[src/b2b_pkg.sv]
`default_nettype none
package b2b_pkg;
  localparam int unsigned MsgWords = 16;
  localparam int unsigned Rounds = 12;
  localparam logic [6:0] DigestReset = 7'd64;

  localparam logic [63:0] IV [8] = '{
    64'h6a09e667f3bcc908, 64'hbb67ae8584caa73b,
    64'h3c6ef372fe94f82b, 64'ha54ff53a5f1d36f1,
    64'h510e527fade682d1, 64'h9b05688c2b3e6c1f,
    64'h1f83d9abfb41bd6b, 64'h5be0cd19137e2179};

  localparam logic [3:0] SIGMA [10][16] = '{
    '{4'd0,4'd1,4'd2,4'd3,4'd4,4'd5,4'd6,4'd7,4'd8,4'd9,4'd10,4'd11,4'd12,4'd13,4'd14,4'd15},
    '{4'd14,4'd10,4'd4,4'd8,4'd9,4'd15,4'd13,4'd6,4'd1,4'd12,4'd0,4'd2,4'd11,4'd7,4'd5,4'd3},
    '{4'd11,4'd8,4'd12,4'd0,4'd5,4'd2,4'd15,4'd13,4'd10,4'd14,4'd3,4'd6,4'd7,4'd1,4'd9,4'd4},
    '{4'd7,4'd9,4'd3,4'd1,4'd13,4'd12,4'd11,4'd14,4'd2,4'd6,4'd5,4'd10,4'd4,4'd0,4'd15,4'd8},
    '{4'd9,4'd0,4'd5,4'd7,4'd2,4'd4,4'd10,4'd15,4'd14,4'd1,4'd11,4'd12,4'd6,4'd8,4'd3,4'd13},
    '{4'd2,4'd12,4'd6,4'd10,4'd0,4'd11,4'd8,4'd3,4'd4,4'd13,4'd7,4'd5,4'd15,4'd14,4'd1,4'd9},
    '{4'd12,4'd5,4'd1,4'd15,4'd14,4'd13,4'd4,4'd10,4'd0,4'd7,4'd6,4'd3,4'd9,4'd2,4'd8,4'd11},
    '{4'd13,4'd11,4'd7,4'd14,4'd12,4'd1,4'd3,4'd9,4'd5,4'd0,4'd15,4'd4,4'd8,4'd6,4'd2,4'd10},
    '{4'd6,4'd15,4'd14,4'd9,4'd11,4'd3,4'd0,4'd8,4'd12,4'd2,4'd13,4'd7,4'd1,4'd4,4'd10,4'd5},
    '{4'd10,4'd2,4'd8,4'd4,4'd7,4'd6,4'd1,4'd5,4'd15,4'd11,4'd9,4'd14,4'd3,4'd12,4'd13,4'd0}};

  // Effective digest length: 0 reads as 1, above 64 reads as 64
  function automatic logic [6:0] used_len(input logic [6:0] l);
    logic [6:0] r;
    r = l;
    if (l == 7'd0) r = 7'd1;
    else if (l > 7'd64) r = 7'd64;
    return r;
  endfunction

  // Half of G: the two data paths differ only in rotation amounts
  typedef struct packed {
    logic [63:0] a;
    logic [63:0] b;
    logic [63:0] c;
    logic [63:0] d;
  } quad_t;

  function automatic quad_t half_g(input quad_t q, input logic [63:0] m, input logic second);
    quad_t r;
    logic [63:0] t;
    r.a = q.a + q.b + m;
    t = q.d ^ r.a;
    r.d = second ? {t[15:0], t[63:16]} : {t[31:0], t[63:32]};
    r.c = q.c + r.d;
    t = q.b ^ r.c;
    r.b = second ? {t[62:0], t[63]} : {t[23:0], t[63:24]};
    return r;
  endfunction

  typedef struct packed {
    logic        start;
    logic        final_blk;
    logic [127:0] counter;
    logic [7:0]  fill;
  } comp_req_t;
endpackage
`default_nettype wire

[src/b2b_compress.sv]
`default_nettype none
// Compression core: v and m live in small memories; one half-G per cycle.
module b2b_compress
  import b2b_pkg::*;
(
  input  wire logic         clk_i,
  input  wire logic         rst_ni,
  input  wire comp_req_t    req_i,
  input  wire logic [511:0] h_i,
  // message buffer read port
  output logic [3:0]        m_addr_o,
  input  wire logic [63:0]  m_data_i,
  output logic              busy_o,
  output logic              done_o,
  output logic [511:0]      h_o
);
  typedef enum logic [3:0] {
    S_IDLE = 4'b0001, S_READ = 4'b0010, S_MIX = 4'b0100, S_FIN = 4'b1000
  } cst_e;

  cst_e        state_q, state_d;
  logic [3:0]  round_q;
  logic [3:0]  step_q;     // 8 G calls x 2 halves
  logic [7:0]  fill_q;
  logic [63:0] v_q [16];
  logic [511:0] h_q;

  logic [3:0] ia, ib, ic, id;
  logic [3:0] sel;
  logic [3:0] rperm;
  quad_t q_in, q_out;
  logic [63:0] mval;
  logic [3:0] m_idx;

  always_comb begin
    unique case (step_q[3:1])
      3'd0: begin ia=4'd0; ib=4'd4; ic=4'd8;  id=4'd12; end
      3'd1: begin ia=4'd1; ib=4'd5; ic=4'd9;  id=4'd13; end
      3'd2: begin ia=4'd2; ib=4'd6; ic=4'd10; id=4'd14; end
      3'd3: begin ia=4'd3; ib=4'd7; ic=4'd11; id=4'd15; end
      3'd4: begin ia=4'd0; ib=4'd5; ic=4'd10; id=4'd15; end
      3'd5: begin ia=4'd1; ib=4'd6; ic=4'd11; id=4'd12; end
      3'd6: begin ia=4'd2; ib=4'd7; ic=4'd8;  id=4'd13; end
      default: begin ia=4'd3; ib=4'd4; ic=4'd9; id=4'd14; end
    endcase
  end

  // message index needed for the next half step, read in the cycle before that step
  logic [3:0] nstep, nround;
  always_comb begin
    nstep = step_q + 4'd1;
    nround = (step_q == 4'd15) ? round_q + 4'd1 : round_q;
    if (state_q == S_READ) begin
      nstep = 4'd0;
      nround = 4'd0;
    end
    rperm = (nround >= 4'd10) ? nround - 4'd10 : nround;
    sel = SIGMA[rperm][nstep];
    m_idx = sel;
  end
  assign m_addr_o = m_idx;

  // padding: words past the fill read as zero
  logic [3:0] m_idx_q;
  always_ff @(posedge clk_i) m_idx_q <= m_idx;
  assign mval = ({1'b0, m_idx_q, 3'b000} < fill_q) ? m_data_i : 64'd0;

  assign q_in = '{a: v_q[ia], b: v_q[ib], c: v_q[ic], d: v_q[id]};
  assign q_out = half_g(q_in, mval, step_q[0]);

  always_comb begin
    state_d = state_q;
    unique case (state_q)
      S_IDLE: if (req_i.start) state_d = S_READ;
      S_READ: state_d = S_MIX;
      S_MIX:  if (step_q == 4'd15 && round_q == 4'(Rounds - 1)) state_d = S_FIN;
      S_FIN:  state_d = S_IDLE;
      default: state_d = S_IDLE;
    endcase
  end

  always_ff @(posedge clk_i or negedge rst_ni) begin
    if (!rst_ni) begin
      state_q <= S_IDLE;
      round_q <= '0;
      step_q  <= '0;
    end else begin
      state_q <= state_d;
      if (state_q == S_READ) begin
        round_q <= '0;
        step_q  <= '0;
      end else if (state_q == S_MIX) begin
        step_q <= step_q + 4'd1;
        if (step_q == 4'd15) round_q <= round_q + 4'd1;
      end
    end
  end

  always_ff @(posedge clk_i) begin
    if (state_q == S_IDLE && req_i.start) begin
      fill_q  <= req_i.fill;
      h_q     <= h_i;
      for (int i = 0; i < 8; i++) v_q[i] <= h_i[64*i +: 64];
      v_q[8]  <= IV[0];
      v_q[9]  <= IV[1];
      v_q[10] <= IV[2];
      v_q[11] <= IV[3];
      v_q[12] <= IV[4] ^ req_i.counter[63:0];
      v_q[13] <= IV[5] ^ req_i.counter[127:64];
      v_q[14] <= req_i.final_blk ? ~IV[6] : IV[6];
      v_q[15] <= IV[7];
    end else if (state_q == S_MIX) begin
      v_q[ia] <= q_out.a;
      v_q[ib] <= q_out.b;
      v_q[ic] <= q_out.c;
      v_q[id] <= q_out.d;
    end else if (state_q == S_FIN) begin
      for (int i = 0; i < 8; i++) h_q[64*i +: 64] <= h_q[64*i +: 64] ^ v_q[i] ^ v_q[i+8];
    end
  end

  assign busy_o = (state_q != S_IDLE);
  logic done_q;
  always_ff @(posedge clk_i or negedge rst_ni) begin
    if (!rst_ni) done_q <= 1'b0;
    else done_q <= (state_q == S_FIN);
  end
  assign done_o = done_q;
  assign h_o = h_q;
endmodule
`default_nettype wire

[config.mk]
export PLATFORM = sky130hd
export DESIGN_NAME = b2b_compress
export DESIGN_NICKNAME = d
export VERILOG_FILES = /design/src/b2b_pkg.sv /design/src/b2b_compress.sv
export SDC_FILE = /design/constraint.sdc
export NUM_CORES = 2
export LEC_CHECK = 0
export CAP_MARGIN = 20
export CORE_ASPECT_RATIO = 1.2
export CORE_UTILIZATION = 35
export DETAILED_ROUTE_END_ITERATION = 8
export DONT_BUFFER_PORTS = 1
export MAX_ROUTING_LAYER = met4
export PLACE_DENSITY = 0.53
export SLEW_MARGIN = 10
export SYNTH_ARGS = -nofsm -noshare
export SYNTH_HDL_FRONTEND = slang
export SYNTH_SLANG_ARGS = --single-unit
[constraint.sdc]
create_clock -name clk_i -period 22.1 [get_ports clk_i]
set_clock_uncertainty 0.1 [all_clocks]
set_input_delay 1.105 -clock clk_i [delete_from_list [all_inputs] [get_ports clk_i]]
set_output_delay 1.105 -clock clk_i [all_outputs]
set_load 0.01 [all_outputs]
# Yosys cells after proc, flatten, opt, wreduce, memory -nomap -nowiden
# Memories as Yosys holds them, arrays and structs flattened.
# Cells that the tools add are included.
classes:
  bitwise: 22
  n_mux: 44
  addsub: 6
  n_reduce_logical: 23
  order_cmp: 4
  n_eq_ne: 16
op_table:
  columns: ["cell", "n"]
  rows:
  - ["$mux W512", 3]
  - ["$xor A64 B64 Y64", 18]
  - ["$mux W64", 10]
  - ["$reduce_or A64 Y1", 4]
  - ["$add A64 B64 Y64", 3]
  - ["$mux W4", 16]
  - ["$not A32 Y32", 1]
  - ["$not A31 Y31", 1]
  - ["$pmux W2 S3", 4]
  - ["$reduce_or A2 Y1", 12]
  - ["$bmux W4 S4", 1]
  - ["$eq A4 B4 Y1 const B", 3]
  - ["$pmux W4 S3", 1]
  - ["$ge A5 B5 Y1 const B", 2]
  - ["$not A4 Y5", 2]
  - ["$eq A3 B3 Y1 const B", 3]
  - ["$mux W1", 9]
  - ["$add A4 B1 Y4 const B", 2]
  - ["$lt A7 B8 Y1", 1]
  - ["$eq A3 B2 Y1 const B", 2]
  - ["$ne A2 B2 Y1 const B", 3]
  - ["$eq A4 B1 Y1 const B", 1]
  - ["$eq A4 B2 Y1 const B", 1]
  - ["$eq A4 B3 Y1 const B", 1]
  - ["8 further kinds", 11]
word_totals:
  memories: 2
  mem_bits_rw: 1024
  mem_bits_ro: 1024
  output_inout_bits: 518
  elab_cells: 124
  register_bits: 537
memory_table:
  columns: ["name", "words", "width", "read_ports", "rd_clocked_by_memory_dff", "wr", "line", "source"]
  rows:
  - ["(no name shown)", 16, 64, 1, 0, 0, "b2b_compress.sv:58", "sel = SIGMA[rperm][nstep];"]
  - ["v_q", 16, 64, 20, 0, 16, "b2b_compress.sv:25", "logic [63:0] v_q [16];"]

# Logic depth before layout (Yosys ltp)
logic_depth:
  depth_word: 12
  depth_mapped: 41
  mapped_depth_nobuf: 38

# Worst setup path after synthesis
# OpenSTA, ideal clock, no wires.
synth_path:
  path_type: "register -> register"
  from: "reg step_q[1]"
  to: "mem v_q[4][61] (data pin)"
  required_ns: 21.734
  setup_slack_ns: 11.490
  synth_period_minus_slack_ns: 10.610
  stages_incl_launch_ff: 38
  t_arrival_ns: 10.244
  path_cell_list: "dfrtp_1 buf_2 buf_2 buf_2 buf_2 buf_1 buf_1 clkbuf_1 buf_1 buf_1 mux4_2 fa_1 ha_1 a211oi_1 o21ai_0 a221oi_1 o21ai_0 a21o_1 (+2 left out) o21ai_0 a311oi_1 xnor2_1 xnor2_1 a21oi_1 ha_1 clkbuf_1 nand2_1 nor2_1 and4_1 and3_1 or3b_2 o211ai_1 a31oi_1 a311oi_1 xnor2_1 mux2i_1 o21ai_0"
synth_lines:
  columns: ["element", "line", "source"]
  rows:
  - ["start: declaration", "b2b_compress.sv:23", "logic [3:0] step_q;"]
  - ["start signal: assignment", "b2b_compress.sv:93", "step_q <= step_q + 4'd1;"]
  - ["end: declaration", "b2b_compress.sv:25", null]

==> flow_metrics.env <==
export IMPL_grt_ovfl_total=0
export IMPL_drv_cap=0
export IMPL_numPortBuffers=0
export IMPL_rsz0062_at_grt="false"
export IMPL_wl_met1_um=183000
export IMPL_yosysSeqAreaShare=0.509
export IMPL_ios=1234
export IMPL_synth_cell_types=85
export IMPL_wl_per_cell_um=42.2
export IMPL_tns_ps=0
export IMPL_wl_met2_um=229000
export IMPL_die_area_um2=265000
export IMPL_postRouteAntennaNets=0
export IMPL_first_pass_iters=8
export IMPL_grt_pass1_wl_um=667000
export IMPL_num_nets_final=9403
export IMPL_drv_slew=0
export IMPL_start_kind="flip-flop"
export IMPL_cts_htree_levels=4
export IMPL_antenna_found_initial=147
export IMPL_min_path_type="input pin to flip-flop"
export IMPL_die_y_um=563
export IMPL_wl_met3_um=64200
export IMPL_rows=205
export IMPL_clockBufferDepth=4
export IMPL_gp_congestion=1.06
export IMPL_setup_viol=0
export IMPL_tightest_slew_ps=1390
export IMPL_viasPerCell=6.16
export IMPL_end_kind="flip-flop"
export IMPL_crit_type="flip-flop to flip-flop"
export IMPL_cts_root_buf="clkbuf_16"
export IMPL_ys_flop_type="edfxtp_1"
export IMPL_dp_hpwl_um=395000
export IMPL_hold_viol=0
export IMPL_syn_nets=9538
export IMPL_routed_wl_um=513000
export IMPL_fillers=25600
export IMPL_cpPeakStageDelay_ps=1000
export IMPL_worst_skew_pair_late_latency_ps=910
export IMPL_cts_clk_slew_worst_paths_ps=60
export IMPL_drive_gt1_frac=0.0912
export IMPL_cp_common_cell="a21oi_1"
export IMPL_layout_min_cycle_time_ps=15810
export IMPL_ff2ff_path_depth=33
export IMPL_clock_fmax_mhz=63.2
export IMPL_initial_core_util=0.353
export IMPL_final_period_utilization=0.716
export IMPL_route_detailed_drc=0
export IMPL_syn_cell_area_um2=91900
export IMPL_async_reset_ff_frac=0.00833
export IMPL_post_synth_cell_area_avg_um2=10.7
export IMPL_ys_ff_latch=1561
export IMPL_clock_sinks=1561
export IMPL_grt_max_degree=205
export IMPL_max_slew_margin=0.0751
export IMPL_cp_max_fo=88
export IMPL_dr_max_layer_used="met4"
export IMPL_fp_dieW_um=470
export IMPL_grt_total_usage=0.386
export IMPL_synth_edf_count=1544
export IMPL_drtIter0Drc=10700
export IMPL_crit_arrival_ps=16400
export IMPL_cts_resized=0
export IMPL_cts_tree="yes"
export IMPL_holdPathStages=1
export IMPL_area_delta_synth_final_pct=11.1
export IMPL_netlist_instances=8615
export IMPL_cts_inserted_buffers=179
export IMPL_crit_required_ps=22690
export IMPL_core_um2=261000
export IMPL_status="completed"
export IMPL_grt_pass1_vias=69700
export IMPL_slowest_stage="xor2_1"
export IMPL_vias=75000
export IMPL_synth_warnings=0
## sequential cells by signal, summed over array words and instances, names as in the netlist
name and cells:
done_o 1, v_q 1024, state_q 4, round_q 4, step_q 4, h_o 512
m_idx_q 4, fill_q 8
## routing by layer
layer,global-route usage,vias up
met1,0.440,37900
met4,0.238,0
li1,-,30700
met3,0.135,1100
met5,-,-
met2,0.581,5188
## cell usage after synthesis, types with 27 or more instances
| cell type | instances | area (um2) |
|---|---|---|
| a21o_1 | 83 | 623 |
| o21ai_0 | 1180 | 5910 |
| o211ai_1 | 27 | 203 |
| clkbuf_1 | 437 | 1640 |
| buf_1 | 52 | 195 |
| nand2_1 | 1546 | 5800 |
| a22oi_1 | 88 | 661 |
| inv_1 | 222 | 833 |
| ha_1 | 142 | 1780 |
| a221oi_1 | 50 | 438 |
| mux2_2 | 78 | 878 |
| nand3_1 | 62 | 310 |
| mux4_2 | 148 | 3330 |
| o21a_1 | 31 | 233 |
| nor2b_1 | 33 | 206 |
| o21bai_1 | 31 | 233 |
| and2_1 | 61 | 382 |
| xor2_1 | 580 | 5080 |
| xnor2_1 | 691 | 6050 |
| o31ai_1 | 30 | 225 |
| edfxtp_1 | 1544 | 46400 |
| o22ai_1 | 49 | 307 |
| a31oi_1 | 74 | 463 |
| fa_1 | 65 | 1300 |
| nand4_1 | 28 | 175 |
| a21oi_1 | 319 | 1600 |
| mux2i_1 | 225 | 2250 |
| a211oi_1 | 36 | 270 |
| nor2_1 | 388 | 1460 |
| nor3_1 | 38 | 190 |
## critical path: cells and delay by family (launching register included)
family,cells,cell delay [ps]
compound gates,18,5930
xor+xnor,4,2680
fa+ha+maj,3,1400
buf+inv,4,2040
flops,1,940
mux,1,600
simple gates,3,1590
## final timing paths
kind,from,slack (ps),end
max in group asynchronous,rst_ni,20480,step_q[1]
min in group asynchronous,rst_ni,690,step_q[0]
worst min register to register,state_q[1],500,done_o
worst max register to register,step_q[1],6290,v_q[6][34]
worst max-delay path,step_q[1],6290,v_q[6][34]
worst min-delay path,req_i[137],190,state_q[0]
## stage by stage
stage                     cells  hold WS (ps)  worst slack (ps)  utilization  cell area (um2)
after floorplan            8615           387             11490            -            91900
after global placement    11700           470              7350        0.369            96300
after detailed placement  11700           478              6940        0.370            96400
after CTS                 12000           147              6870        0.390           102000
after global routing      12200           187              6420        0.392           102000
final                     12200           192              6290        0.392           102000
## area by class of cell
class / count / area [um2] / share of cell area
antenna: 154 / 385 / 0.00377
clock buffer: 221 / 4660 / 0.0456
tap: 3415 / 4270 / 0.0418
timing repair buffer: 198 / 1570 / 0.0153
sequential: 1561 / 46800 / 0.458
multi-input combinational: 6316 / 43000 / 0.421
clock inverter: 89 / 648 / 0.00634
inverter: 224 / 855 / 0.00836
## cells in the final DEF, fill, tap and decap left out, types with 30 or more instances in the layout
cell / count
o31ai_1: 30
a21oi_1: 317
mux2i_1: 221
clkbuf_16: 180
nand2_1: 1521
ha_1: 141
clkinv_1: 48
nand3_1: 56
diode_2: 154
xnor2_1: 682
nor2_1: 385
o21a_1: 31
a31oi_1: 74
edfxtp_1: 1544
xor2_1: 576
mux4_2: 148
a22oi_1: 88
and2_1: 60
nor3_1: 33
o21ai_0: 1164
mux2_2: 78
inv_1: 220
fa_1: 65
buf_4: 189
o22ai_1: 49
a221oi_1: 50
o21bai_1: 30
a21o_1: 83
nor2b_1: 31
clkbuf_1: 41
## timing repair
action,4_1_cts,5_1_grt
hold buffers,1,0
endpoints found under the hold margin,13,0
setup buffers,0,0
## logic make-up (layout without fill, tap and decap cells)
family | Yosys count | in the layout | share of synthesized area
XOR/XNOR | 1281 | 1281 | 0.124
flip-flops | 1561 | 1561 | 0.509
AND/OR/NAND/NOR | 2270 | 2270 | 0.101
buffers and inverters | 738 | 732 | 0.0307
other | 0 | 154 | 0
adder cells (fa/ha/maj) | 207 | 207 | 0.0335
multiplexers | 452 | 452 | 0.0704
AO/OA/AOI/OAI | 2106 | 2106 | 0.132
Power is not shown: default switching activity piles up to over one toggle a cycle in this logic, so the estimate is an artifact.
